## config.mk

```make
export PLATFORM = sky130hd
export DESIGN_NAME = underfill_hysteresis_detector
export DESIGN_NICKNAME = d
export VERILOG_FILES = /design/src/rtl/uhd_pkg.sv /design/src/rtl/uhd_front.sv /design/src/rtl/uhd_fifo.sv /design/src/rtl/uhd_back.sv /design/src/rtl/underfill_hysteresis_detector.sv
export SDC_FILE = /design/constraint.sdc
export NUM_CORES = 2
export LEC_CHECK = 0
export CAP_MARGIN = 20
export CORE_MARGIN = 2
export CORE_UTILIZATION = 27
export CTS_CLUSTER_DIAMETER = 60
export DETAILED_ROUTE_END_ITERATION = 10
export DONT_BUFFER_PORTS = 1
export GPL_TIMING_DRIVEN = 1
export HOLD_SLACK_MARGIN = 0.06
export PLACE_DENSITY = 0.52
export SLEW_MARGIN = 20
export SYNTH_ARGS = -nofsm -noshare
export SYNTH_HDL_FRONTEND = slang
export SYNTH_SLANG_ARGS = --single-unit
```

## constraint.sdc

```tcl
create_clock -name aclk -period 14.3 [get_ports aclk]
set_input_delay 0.715 -clock aclk [delete_from_list [all_inputs] [get_ports aclk]]
set_output_delay 0.715 -clock aclk [all_outputs]
set_load 0.005 [all_outputs]
```

## src/rtl/uhd_pkg.sv

```systemverilog
// Types and constants shared by the underfill hysteresis detector modules.
`default_nettype none

package uhd_pkg;

    // Field widths of one input word and of the configuration registers.
    localparam int FILES_W   = 20;
    localparam int BYTES_W   = 48;
    localparam int PCT_W     = 7;
    localparam int SAMPLE_W  = 16;
    localparam int ELAPSED_W = 20;
    localparam int CFG_W     = 20;
    localparam int CFG_IDX_W = 2;
    localparam int OUTCOME_W = 3;

    // Product widths of the fill comparisons.
    localparam int PROD_F_W = FILES_W + PCT_W;
    localparam int PROD_B_W = BYTES_W + PCT_W;

    // A full request expressed as a percentage.
    localparam logic [PCT_W-1:0] PCT_FULL = 7'd100;

    localparam logic [SAMPLE_W-1:0]  SAMPLE_MAX  = 16'hFFFF;
    localparam logic [ELAPSED_W-1:0] ELAPSED_MAX = 20'hFFFFF;

    // Configuration register indexes.
    typedef enum logic [CFG_IDX_W-1:0] {
        REG_WATCH_PERIOD = 2'd0,
        REG_MIN_SAMPLES  = 2'd1,
        REG_START_PCT    = 2'd2,
        REG_RECOVERY_PCT = 2'd3
    } cfg_reg_t;

    // Kind of an input word as decided by the front end.
    typedef enum logic [1:0] {
        KIND_TICK      = 2'd0,
        KIND_IGNORE    = 2'd1,
        KIND_MALFORMED = 2'd2,
        KIND_RESPONSE  = 2'd3
    } item_kind_t;

    // Result codes.
    typedef enum logic [OUTCOME_W-1:0] {
        OUT_NONE      = 3'd0,
        OUT_STARTED   = 3'd1,
        OUT_RECOVERED = 3'd2,
        OUT_STILL     = 3'd3,
        OUT_DISMOUNT  = 3'd4,
        OUT_MALFORMED = 3'd5
    } outcome_t;

    // Classified word handed from the front end to the back end.
    typedef struct packed {
        item_kind_t kind;
        logic       meets_start;
        logic       meets_recovery;
    } item_cls_t;

endpackage

`default_nettype wire

```

## src/rtl/uhd_front.sv

```systemverilog
// Front end: accepts input words, forms the fill products and classifies each word.
`default_nettype none

module uhd_front (
    input  wire logic                          aclk,
    input  wire logic                          aresetn,
    input  wire logic                          in_valid,
    output logic                               in_ready,
    input  wire logic                          in_func,
    input  wire logic                          in_end_marker,
    input  wire logic [uhd_pkg::FILES_W-1:0]   in_files_fetched,
    input  wire logic [uhd_pkg::BYTES_W-1:0]   in_bytes_fetched,
    input  wire logic [uhd_pkg::FILES_W-1:0]   in_files_wanted,
    input  wire logic [uhd_pkg::BYTES_W-1:0]   in_bytes_wanted,
    input  wire logic [uhd_pkg::PCT_W-1:0]     start_pct,
    input  wire logic [uhd_pkg::PCT_W-1:0]     recovery_pct,
    output logic                               out_valid,
    input  wire logic                          out_ready,
    output uhd_pkg::item_cls_t                 out_cls
);

    localparam int PF = uhd_pkg::PROD_F_W;
    localparam int PB = uhd_pkg::PROD_B_W;

    logic          st_valid_reg;
    logic          func_reg;
    logic          end_reg;
    logic          fw_zero_reg;
    logic          bw_zero_reg;
    logic [PF-1:0] ff100_reg;
    logic [PB-1:0] bf100_reg;
    logic [PF-1:0] fw_start_reg;
    logic [PB-1:0] bw_start_reg;
    logic [PF-1:0] fw_rec_reg;
    logic [PB-1:0] bw_rec_reg;
    logic          accept;
    logic          meets_start;
    logic          meets_rec;

    // The product stage takes a new word when it is empty or its word moves on.
    assign in_ready = !st_valid_reg || out_ready;
    assign accept   = in_valid && in_ready;

    always_ff @(posedge aclk) begin
        if (!aresetn) begin
            st_valid_reg <= 1'b0;
        end else if (accept) begin
            st_valid_reg <= 1'b1;
        end else if (out_ready) begin
            st_valid_reg <= 1'b0;
        end
    end

    // Fetched counts times one hundred, and each threshold times the limits.
    always_ff @(posedge aclk) begin
        if (accept) begin
            func_reg     <= in_func;
            end_reg      <= in_end_marker;
            fw_zero_reg  <= (in_files_wanted == '0);
            bw_zero_reg  <= (in_bytes_wanted == '0);
            ff100_reg    <= PF'(in_files_fetched) * PF'(uhd_pkg::PCT_FULL);
            bf100_reg    <= PB'(in_bytes_fetched) * PB'(uhd_pkg::PCT_FULL);
            fw_start_reg <= PF'(start_pct) * PF'(in_files_wanted);
            bw_start_reg <= PB'(start_pct) * PB'(in_bytes_wanted);
            fw_rec_reg   <= PF'(recovery_pct) * PF'(in_files_wanted);
            bw_rec_reg   <= PB'(recovery_pct) * PB'(in_bytes_wanted);
        end
    end

    // Fill meets a threshold if either capped ratio does; above 100 % it never does,
    // and a zero limit gives a ratio of nought.
    always_comb begin
        logic f_start;
        logic b_start;
        logic f_rec;
        logic b_rec;
        f_start = fw_zero_reg ? (start_pct == '0) : (ff100_reg >= fw_start_reg);
        b_start = bw_zero_reg ? (start_pct == '0) : (bf100_reg >= bw_start_reg);
        f_rec   = fw_zero_reg ? (recovery_pct == '0) : (ff100_reg >= fw_rec_reg);
        b_rec   = bw_zero_reg ? (recovery_pct == '0) : (bf100_reg >= bw_rec_reg);
        meets_start = (start_pct <= uhd_pkg::PCT_FULL) && (f_start || b_start);
        meets_rec   = (recovery_pct <= uhd_pkg::PCT_FULL) && (f_rec || b_rec);
    end

    // Word kind, ticks taking precedence over the sentinel and malformed checks.
    always_comb begin
        out_cls.meets_start    = meets_start;
        out_cls.meets_recovery = meets_rec;
        if (func_reg) begin
            out_cls.kind = uhd_pkg::KIND_TICK;
        end else if (end_reg) begin
            out_cls.kind = uhd_pkg::KIND_IGNORE;
        end else if (fw_zero_reg && bw_zero_reg) begin
            out_cls.kind = uhd_pkg::KIND_MALFORMED;
        end else begin
            out_cls.kind = uhd_pkg::KIND_RESPONSE;
        end
    end

    assign out_valid = st_valid_reg;

endmodule

`default_nettype wire

```

## src/rtl/uhd_fifo.sv

```systemverilog
// Small register queue between the front end and the back end.
`default_nettype none

module uhd_fifo #(
    parameter int WIDTH = 4,
    parameter int DEPTH = 4
) (
    input  wire logic             aclk,
    input  wire logic             aresetn,
    input  wire logic             in_valid,
    output logic                  in_ready,
    input  wire logic [WIDTH-1:0] in_data,
    output logic                  out_valid,
    input  wire logic             out_ready,
    output logic [WIDTH-1:0]      out_data
);

    localparam int PTR_W = (DEPTH > 1) ? $clog2(DEPTH) : 1;
    localparam int CNT_W = $clog2(DEPTH + 1);

    logic [WIDTH-1:0] mem_reg [DEPTH];
    logic [PTR_W-1:0] wr_ptr_reg;
    logic [PTR_W-1:0] rd_ptr_reg;
    logic [CNT_W-1:0] count_reg;
    logic             push;
    logic             pop;

    assign in_ready  = (count_reg != CNT_W'(DEPTH));
    assign out_valid = (count_reg != '0);
    assign out_data  = mem_reg[rd_ptr_reg];
    assign push      = in_valid && in_ready;
    assign pop       = out_valid && out_ready;

    // Storage is written at the tail only.
    always_ff @(posedge aclk) begin
        if (push) begin
            mem_reg[wr_ptr_reg] <= in_data;
        end
    end

    // Pointers wrap at the depth; the count tracks occupancy.
    always_ff @(posedge aclk) begin
        if (!aresetn) begin
            wr_ptr_reg <= '0;
            rd_ptr_reg <= '0;
            count_reg  <= '0;
        end else begin
            if (push) begin
                wr_ptr_reg <= (wr_ptr_reg == PTR_W'(DEPTH - 1)) ? '0 : wr_ptr_reg + 1'b1;
            end
            if (pop) begin
                rd_ptr_reg <= (rd_ptr_reg == PTR_W'(DEPTH - 1)) ? '0 : rd_ptr_reg + 1'b1;
            end
            case ({push, pop})
                2'b10:   count_reg <= count_reg + 1'b1;
                2'b01:   count_reg <= count_reg - 1'b1;
                default: count_reg <= count_reg;
            endcase
        end
    end

endmodule

`default_nettype wire

```

## src/rtl/uhd_back.sv

```systemverilog
// Back end: period state, sample and elapsed-time counters, and the result register.
`default_nettype none

module uhd_back (
    input  wire logic                            aclk,
    input  wire logic                            aresetn,
    input  wire logic                            in_valid,
    output logic                                 in_ready,
    input  wire uhd_pkg::item_cls_t              in_cls,
    input  wire logic [uhd_pkg::ELAPSED_W-1:0]   watch_period_secs,
    input  wire logic [uhd_pkg::SAMPLE_W-1:0]    min_samples,
    output logic                                 out_valid,
    input  wire logic                            out_ready,
    output logic                                 out_dismount,
    output logic                                 out_period_active,
    output logic [uhd_pkg::SAMPLE_W-1:0]         out_sample_total,
    output uhd_pkg::outcome_t                    out_outcome
);

    logic                            active_reg;
    logic                            active_next;
    logic [uhd_pkg::SAMPLE_W-1:0]    sample_reg;
    logic [uhd_pkg::SAMPLE_W-1:0]    sample_next;
    logic [uhd_pkg::ELAPSED_W-1:0]   elapsed_reg;
    logic [uhd_pkg::ELAPSED_W-1:0]   elapsed_next;
    uhd_pkg::outcome_t               outcome_next;
    logic                            dismount_next;
    logic                            out_valid_reg;
    logic                            dismount_reg;
    logic                            active_out_reg;
    logic [uhd_pkg::SAMPLE_W-1:0]    sample_out_reg;
    uhd_pkg::outcome_t               outcome_reg;
    logic                            pop;

    // A word is taken whenever the result register is empty or being emptied.
    assign in_ready = !out_valid_reg || out_ready;
    assign pop      = in_valid && in_ready;

    // State update for one classified word.
    always_comb begin
        active_next   = active_reg;
        sample_next   = sample_reg;
        elapsed_next  = elapsed_reg;
        outcome_next  = uhd_pkg::OUT_NONE;
        dismount_next = 1'b0;
        case (in_cls.kind)
            uhd_pkg::KIND_TICK: begin
                if (active_reg && (elapsed_reg != uhd_pkg::ELAPSED_MAX)) begin
                    elapsed_next = elapsed_reg + 1'b1;
                end
            end
            uhd_pkg::KIND_MALFORMED: begin
                outcome_next = uhd_pkg::OUT_MALFORMED;
            end
            uhd_pkg::KIND_RESPONSE: begin
                if (!active_reg) begin
                    if (!in_cls.meets_start) begin
                        active_next  = 1'b1;
                        sample_next  = uhd_pkg::SAMPLE_W'(1);
                        elapsed_next = '0;
                        outcome_next = uhd_pkg::OUT_STARTED;
                    end
                end else if (in_cls.meets_recovery) begin
                    active_next  = 1'b0;
                    sample_next  = '0;
                    elapsed_next = '0;
                    outcome_next = uhd_pkg::OUT_RECOVERED;
                end else begin
                    if (sample_reg != uhd_pkg::SAMPLE_MAX) begin
                        sample_next = sample_reg + 1'b1;
                    end
                    if ((elapsed_reg >= watch_period_secs) && (sample_next >= min_samples)) begin
                        dismount_next = 1'b1;
                        outcome_next  = uhd_pkg::OUT_DISMOUNT;
                    end else begin
                        outcome_next = uhd_pkg::OUT_STILL;
                    end
                end
            end
            default: begin
                outcome_next = uhd_pkg::OUT_NONE;
            end
        endcase
    end

    // Period state and result valid.
    always_ff @(posedge aclk) begin
        if (!aresetn) begin
            active_reg    <= 1'b0;
            sample_reg    <= '0;
            elapsed_reg   <= '0;
            out_valid_reg <= 1'b0;
        end else begin
            if (pop) begin
                active_reg  <= active_next;
                sample_reg  <= sample_next;
                elapsed_reg <= elapsed_next;
            end
            if (pop) begin
                out_valid_reg <= 1'b1;
            end else if (out_ready) begin
                out_valid_reg <= 1'b0;
            end
        end
    end

    // Result word payload.
    always_ff @(posedge aclk) begin
        if (pop) begin
            dismount_reg   <= dismount_next;
            active_out_reg <= active_next;
            sample_out_reg <= sample_next;
            outcome_reg    <= outcome_next;
        end
    end

    assign out_valid         = out_valid_reg;
    assign out_dismount      = dismount_reg;
    assign out_period_active = active_out_reg;
    assign out_sample_total  = sample_out_reg;
    assign out_outcome       = outcome_reg;

endmodule

`default_nettype wire

```

## src/rtl/underfill_hysteresis_detector.sv

```systemverilog
// Top level of the underfill hysteresis detector: configuration registers and wiring.
// One input word is taken every clock cycle while the result side keeps up; each word
// gives exactly one result word. A word passes through the product stage of the front end
// and then the queue, after which the back end loads its result register, which offers the
// result word on the result port. While the result side is stalled, up to QUEUE_DEPTH + 2
// words (product stage, queue and result register) are held before the input side stops
// taking words. The queue-end sentinel travels as s_tlast. Configuration registers are
// written through a plain write port and must only change while no word is in flight.
`default_nettype none

module underfill_hysteresis_detector #(
    parameter int QUEUE_DEPTH = 4
) (
    input  wire logic                            aclk,
    input  wire logic                            aresetn,
    // Input words.
    input  wire logic                            s_tvalid,
    output logic                                 s_tready,
    // files_fetched[19:0], bytes_fetched[67:20], files_wanted[87:68], bytes_wanted[135:88]
    input  wire logic [135:0]                    s_tdata,
    // func[0]
    input  wire logic [0:0]                      s_tuser,
    // end_marker
    input  wire logic                            s_tlast,
    // Result words.
    output logic                                 m_tvalid,
    input  wire logic                            m_tready,
    // dismount[0], period_active[1], sample_total[17:2], zero fill[23:18]
    output logic [23:0]                          m_tdata,
    // outcome[2:0]
    output logic [2:0]                           m_tuser,
    // Configuration write port.
    input  wire logic                            cfg_wr_en,
    input  wire logic [uhd_pkg::CFG_IDX_W-1:0]   cfg_index,
    input  wire logic [uhd_pkg::CFG_W-1:0]       cfg_data
);

    logic [uhd_pkg::ELAPSED_W-1:0] watch_period_reg;
    logic [uhd_pkg::SAMPLE_W-1:0]  min_samples_reg;
    logic [uhd_pkg::PCT_W-1:0]     start_pct_reg;
    logic [uhd_pkg::PCT_W-1:0]     recovery_pct_reg;

    logic                          front_valid;
    logic                          front_ready;
    uhd_pkg::item_cls_t            front_cls;
    logic                          back_valid;
    logic                          back_ready;
    logic [$bits(uhd_pkg::item_cls_t)-1:0] queue_in;
    logic [$bits(uhd_pkg::item_cls_t)-1:0] queue_out;

    logic                          res_dismount;
    logic                          res_active;
    logic [uhd_pkg::SAMPLE_W-1:0]  res_samples;
    uhd_pkg::outcome_t             res_outcome;

    // Configuration register file.
    always_ff @(posedge aclk) begin
        if (!aresetn) begin
            watch_period_reg <= '0;
            min_samples_reg  <= '0;
            start_pct_reg    <= '0;
            recovery_pct_reg <= '0;
        end else if (cfg_wr_en) begin
            case (uhd_pkg::cfg_reg_t'(cfg_index))
                uhd_pkg::REG_WATCH_PERIOD: watch_period_reg <= cfg_data;
                uhd_pkg::REG_MIN_SAMPLES:  min_samples_reg  <= cfg_data[uhd_pkg::SAMPLE_W-1:0];
                uhd_pkg::REG_START_PCT:    start_pct_reg    <= cfg_data[uhd_pkg::PCT_W-1:0];
                uhd_pkg::REG_RECOVERY_PCT: recovery_pct_reg <= cfg_data[uhd_pkg::PCT_W-1:0];
                default: begin
                    watch_period_reg <= watch_period_reg;
                end
            endcase
        end
    end

    uhd_front u_front (
        .aclk             (aclk),
        .aresetn          (aresetn),
        .in_valid         (s_tvalid),
        .in_ready         (s_tready),
        .in_func          (s_tuser[0]),
        .in_end_marker    (s_tlast),
        .in_files_fetched (s_tdata[19:0]),
        .in_bytes_fetched (s_tdata[67:20]),
        .in_files_wanted  (s_tdata[87:68]),
        .in_bytes_wanted  (s_tdata[135:88]),
        .start_pct        (start_pct_reg),
        .recovery_pct     (recovery_pct_reg),
        .out_valid        (front_valid),
        .out_ready        (front_ready),
        .out_cls          (front_cls)
    );

    assign queue_in = front_cls;

    uhd_fifo #(
        .WIDTH ($bits(uhd_pkg::item_cls_t)),
        .DEPTH (QUEUE_DEPTH)
    ) u_queue (
        .aclk      (aclk),
        .aresetn   (aresetn),
        .in_valid  (front_valid),
        .in_ready  (front_ready),
        .in_data   (queue_in),
        .out_valid (back_valid),
        .out_ready (back_ready),
        .out_data  (queue_out)
    );

    uhd_back u_back (
        .aclk              (aclk),
        .aresetn           (aresetn),
        .in_valid          (back_valid),
        .in_ready          (back_ready),
        .in_cls            (uhd_pkg::item_cls_t'(queue_out)),
        .watch_period_secs (watch_period_reg),
        .min_samples       (min_samples_reg),
        .out_valid         (m_tvalid),
        .out_ready         (m_tready),
        .out_dismount      (res_dismount),
        .out_period_active (res_active),
        .out_sample_total  (res_samples),
        .out_outcome       (res_outcome)
    );

    // Pack the result word.
    assign m_tdata = {6'b0, res_samples, res_active, res_dismount};
    assign m_tuser = res_outcome;

endmodule

`default_nettype wire
```

* Word-level counts from Yosys, hierarchy flattened
Memories as Yosys holds them, arrays and structs flattened. A register that Yosys moved wholly into a read port is not among the register bits. Cells that the tools add are included. Widths: inputs -> output; s select.
Word-level totals: bits in writable memories 16, output and inout bits 29, logic and storage cells 136, bits in latches 0, ROM bits 0, memories kept 1, register bits after elaboration 363, input port bits 165
Cells by class: mux-type cells 41, equality and inequality tests 15, bitwise gates (word level) 2, $mul 6, add/sub/neg operators 6, $lt $le $gt $ge 8, shift operators 0, div/mod/pow operators 0, reduce and logical (&&, ||, !) cells 31
Memories:
- u_queue.mem_reg | words 4, width 4, read ports 1, clocked after Yosys merged registers in 1, wr ports 1, line uhd_fifo.sv:21 | logic [WIDTH-1:0] mem_reg [DEPTH];
Operators with widths (number):
- $mux 16 | 8
- $ge 55x55->1 | 2
- $mul 7x48->55 | 2
- $mux 20 | 4
- $ge 27x27->1 | 2
- $mul 7x20->27 | 2
- $mul 48x5->53 const B | 1
- $logic_not 48->1 | 1
- $pmux 20 s2 | 1
- $mul 20x5->25 const B | 1
- $add 20x1->20 const B | 1
- $ge 20x20->1 | 1
- $logic_not 20->1 | 1
- $ne 20x20->1 const B | 1
- $mux 1 | 17
- $add 16x1->16 const B | 1
- $ge 16x16->1 | 1
- $ne 16x16->1 const B | 1
- $eq 2x2->1 const B | 7
- $le 7x7->1 const B | 2
- $logic_not 7->1 | 2
- $mux 2 | 6
- $pmux 3 s2 | 2
- $mux 3 | 3
- other kinds (16) | 39

* Depth between registers and ports, before layout
word-level depth 11, gate-level depth with buffers 23, depth with buffers taken out 20

* Hierarchy
A second synthesis with hierarchy kept.
Second synthesis, totals: cells, all modules 6103, area total of the unflattened synthesis 55677.1 um^2
Modules (own cells, without submodules):
- uhd_front | instances 1, area each 48420.2 um^2, sequential area each 7407.1 um^2, cells an instance 5310
- uhd_back | instances 1, area each 4250.3 um^2, sequential area each 1391.3 um^2, cells an instance 521
- underfill_hysteresis_detector | instances 1, area each 1931.9 um^2, sequential area each 1001.0 um^2, cells an instance 196
- uhd_fifo | instances 1, area each 1074.8 um^2, sequential area each 660.6 um^2, cells an instance 76

* Worst setup path before layout
No wires, ideal clock.
path type flip-flop to flip-flop, from register u_front.st_valid_reg, in the netlist u_front.out_valid, to register u_front.bf100_reg[10], enable pin, library setup time 1000 ps, clock period less this slack 14570 ps, path slack -270 ps, data arrival time 13569 ps, stages on the path, launching flop included 2, path buffers 0, required time 13300 ps, cell sequence dfxtp_1 > a31oi_1
On the way: cells in the longest elaborated chain, start to end 3
Ends and longest elaborated chain:
- from (decl) | line uhd_front.sv:25 | logic st_valid_reg;
- from (signal assigned) | line uhd_front.sv:46 | st_valid_reg <= 1'b0;
- from (signal assigned) | line uhd_front.sv:48 | st_valid_reg <= 1'b1;
- from (signal assigned) | line uhd_front.sv:50 | st_valid_reg <= 1'b0;
- $logic_not 1->1 | line uhd_front.sv:41 | assign in_ready = !st_valid_reg || out_ready;
- $logic_or 1x1->1 | line uhd_front.sv:41
- $logic_and 1x1->1 | line uhd_front.sv:42 | assign accept = in_valid && in_ready;
- net u_front.accept | line uhd_front.sv:36 | logic accept;
- to (signal assigned) | line uhd_front.sv:62 | bf100_reg <= PB'(in_bytes_fetched) * PB'(uhd_pkg::PCT_FULL);
- to (decl) | line uhd_front.sv:31 | logic [PB-1:0] bf100_reg;
The timed path passes the listed nets, and every way through them passes these cells. A chain may end at the register's enable or synchronous reset.

* Worst setup path after layout
from register start_pct_reg[3] (netlist bit), to register u_front.bw_start_reg[54] (data pin)
On the way: cells in the longest elaborated chain, start to end 1
Ends and longest elaborated chain:
- from (decl) | line underfill_hysteresis_detector.sv:40 | logic [uhd_pkg::PCT_W-1:0] start_pct_reg;
- from (signal assigned) | line underfill_hysteresis_detector.sv:67 | uhd_pkg::REG_START_PCT: start_pct_reg <= cfg_data[uhd_pkg::PCT_W-1:0];
- $mul 7x48->55 | line uhd_front.sv:64 | bw_start_reg <= PB'(start_pct) * PB'(in_bytes_wanted);
- to (signal assigned) | line uhd_front.sv:64
- to (decl) | line uhd_front.sv:33 | logic [PB-1:0] bw_start_reg;
No other way between the ends.

==> flow_metrics.py <==
metrics = {
    "synthesis": {
        "synthFlopType": "edfxtp_1",
        "yosysTopAreaCell": "fa_1",
        "synth.top_cells.by_area": "fa_1, edfxtp_1, ha_1",
        "syn_area_per_cell_sq_um": 9.08,
        "post-synth-top-area-fraction": 0.250,
        "ys_types": 87,
        "syn-instance-count": 6134,
        "synth_edf_count": 283,
        "yosys_warnings": 0,
        "synthArstFlopShare": 0,
        "ys_seq_area_frac": 0.188,
        "ys_ff_latch": 381,
        "syn_area_sq_mm": 0.0557,
    },
    "worst_setup_path": {
        "crit_type": "flop to flop",
        "timing.rr.start": "start_pct_reg[3]$_SDFFE_PN0P_",
        "path_cells": "buf_4 > and2_1 > fa_1 > fa_1 > fa_1 > inv_1 > fa_1 > inv_1 > ha_1 > a21oi_1 > o21ai_0 > a221oi_1 > a2111o_1 > a21oi_1 > nor4_1 > o31a_1 > o21bai_2 > o211a_1",
        "reg2reg_setup_slack_ns": 7.38,
        "rr_endpoint": "u_front.bw_start_reg[54]$_DFFE_PP_",
        "crit_path_max_fanout": 48,
        "cp.arrival_ns": 7.36,
        "cpMostUsedCell": "fa_1",
        "end_kind": "flop",
        "worst_r2r_path_depth": 18,
        "crit_slowest_cell": "nor4_1",
        "critPathMaxStageDelay_ns": 0.84,
        "start_kind": "flop",
        "critPathRequiredTime_ns": 14.74,
    },
    "grt": {
        "grt_max_degree": 162,
        "antenna_found_initial": 5,
        "grtUsageTotal": 0.148,
        "grt_pass1_wl_um": 247000,
        "first_global_vias": 43423,
        "grt-ovfl-total": 0,
    },
    "sta": {
        "setup_viol": 0,
        "fin_crit_ns": 6.92,
        "tightest_slew_ns": 1.05,
        "relSlewSlack": 0.302,
        "timing.fmax_ghz": 0.144,
        "tns_ns": 0,
        "period_share": 0.484,
        "hold_viol_final": 0,
        "worst_clock_skew_ns": 0.0727,
        "rsz0062_at_grt": "false",
        "slew_viol_final": 0,
    },
    "cts": {
        "clkTransAtPathRegs_ns": 0.06,
        "root_buffer": "clkbuf_16",
        "clock_latency_ns": 0.68,
        "cts_hold_buf": 0,
        "cts_tree": "yes",
        "h-tree-depth": 2,
        "cts_buffer_depth": 3,
        "clock_sinks": 381,
        "cts.repair.resized": 0,
        "cts_post_setup_buffers_inserted": 0,
        "numCtsBuffers": 54,
    },
    "route": {
        "vias_per_cell": 4.67,
        "wl_um": 154000,
        "drtIter0Drc": 2220,
        "ant_nets": 0,
        "remaining_drc_errors": 0,
        "wire_per_inst_um": 17.7,
        "vias": 40641,
        "firstDrtPassIters": 7,
    },
    "power": {
        "power.density_mw_per_mm2": 81.5,
        "leakagePower_nw": 29.8,
        "power_mw": 4.90,
        "vdd_drop_max_mv": 0.0957,
    },
    "placement": {
        "io_buffers": 0,
        "hpwl_um": 122000,
        "globalplace.congestion": 0.883,
    },
    "finish": {
        "layout_common_cells": "inv_1, fa_1, and2_1",
        "syn_to_final_growth_pct": 8.06,
        "nNetsFinal": 7465,
        "layout_commonest_cell": "inv_1",
        "drive_gt1_frac": 0.0285,
    },
    "die": {
        "core-area_sq_mm": 0.205,
        "fp.dieH_um": 458,
        "initial_core_util": 0.272,
        "rows": 166,
        "die_area_sq_mm": 0.210,
        "die_x_um": 458,
        "num_io_pins": 194,
    },
    "min_path": {
        "hp-class": "input port to flop",
        "holdPathStages": 0,
        "min_to": "u_front.bf100_reg[3]$_DFFE_PP_",
        "hold_start": "s_tdata[21]",
    },
    "run": {
        "maxCapViolations": 0,
    },
    "run_status": {
        "outcome": "completed",
    },
}
-- through the flow --
| step | instance area (sq um) | std cells | hold slack (ns) | setup WS (ns) | utilization |
|---|---|---|---|---|---|
| floorplan | 55700 | 6139 | 0.443 | 5.59 | - |
| global placement | 58300 | 8589 | 0.453 | 7.46 | 0.285 |
| detailed placement | 58300 | 8589 | 0.456 | 7.33 | 0.285 |
| CTS | 60200 | 8690 | 0.0740 | 7.41 | 0.294 |
| global route | 60200 | 8693 | 0.0828 | 6.99 | 0.294 |
| finish | 60200 | 8701 | 0.127 | 7.38 | 0.294 |
-- routing by layer --
metal,vias up,GRT usage,part of all wire
met2,698,0.266,0.50
li1,19360,-,-
met1,20391,0.185,0.43
met4,2,0.0422,0.029
met3,190,0.0181,0.038
met5,-,0,0.000085
-- where the power goes --
group / internal, mW / switching (mW)
Sequential: 1.47 / 0.152
Clock: 0.808 / 0.575
Combinational: 0.788 / 1.11
Total: 3.06 / 1.84
-- cell families (layout without fill, tap and decap cells) --
group / Yosys count / count (layout) / synth area share
other: 1 / 17 / 0.0000673
multiplexers: 24 / 24 / 0.00523
adder cells (fa/ha/maj): 1343 / 1343 / 0.395
AO/OA/AOI/OAI: 928 / 928 / 0.110
XOR/XNOR: 230 / 230 / 0.0362
buffers and inverters: 1441 / 1304 / 0.0978
flip-flops: 381 / 381 / 0.188
AND/OR/NAND/NOR: 1786 / 1786 / 0.167
-- final cells by class --
class | count | area (sq um)
antenna | 11 | 27.5
clock buffer | 64 | 1430
clock inverter | 37 | 435
fill | 21607 | 145000
inverter | 1179 | 4430
multi-input combinational | 4317 | 39800
sequential | 381 | 10500
tap | 2688 | 3360
timing repair buffer | 24 | 193
-- cell usage after synthesis, drive strengths merged (10+ instances only) --
cell / n
ha: 648
fa: 695
a2111oi: 13
o31ai: 18
clkbuf: 246
or3: 15
xnor2: 152
a21oi: 259
nand3: 64
inv: 1179
nor2: 171
dfxtp: 98
edfxtp: 283
o21bai: 40
a211oi: 22
nand4: 76
a31oi: 32
a21o: 187
nor3b: 10
and2: 673
nor2b: 52
o211ai: 28
buf: 16
and4: 10
and3: 40
o21ai: 151
nand2b: 28
o21a: 43
mux2i: 19
nand2: 549
xor2: 78
nor3: 48
a21boi: 51
nor4: 27
-- critical path, delay by kind of cell (launching register included) --
family	cells	cell delay, ns
buf+inv	3	0.67
compound gates	8	2.00
flops	1	0.67
simple gates	2	1.07
fa+ha+maj	5	2.28
-- how the worst max path moves through the flow --
stage | from | endpoint | slack [ns] | cells past startpoint
2_1_floorplan | s_tvalid | u_front.bf100_reg[10]$_DFFE_PP_ | 5.59 | 2
3_3_place_gp | start_pct_reg[3]$_SDFFE_PN0P_ | u_front.bw_start_reg[54]$_DFFE_PP_ | 7.46 | 18
3_5_place_dp | start_pct_reg[3]$_SDFFE_PN0P_ | u_front.bw_start_reg[54]$_DFFE_PP_ | 7.33 | 18
4_1_cts | start_pct_reg[3]$_SDFFE_PN0P_ | u_front.bw_start_reg[54]$_DFFE_PP_ | 7.41 | 18
5_1_grt | start_pct_reg[3]$_SDFFE_PN0P_ | u_front.bw_start_reg[54]$_DFFE_PP_ | 6.99 | 18
6_report | start_pct_reg[3]$_SDFFE_PN0P_ | u_front.bw_start_reg[54]$_DFFE_PP_ | 7.38 | 18
Power figures use the tool's default switching activity.
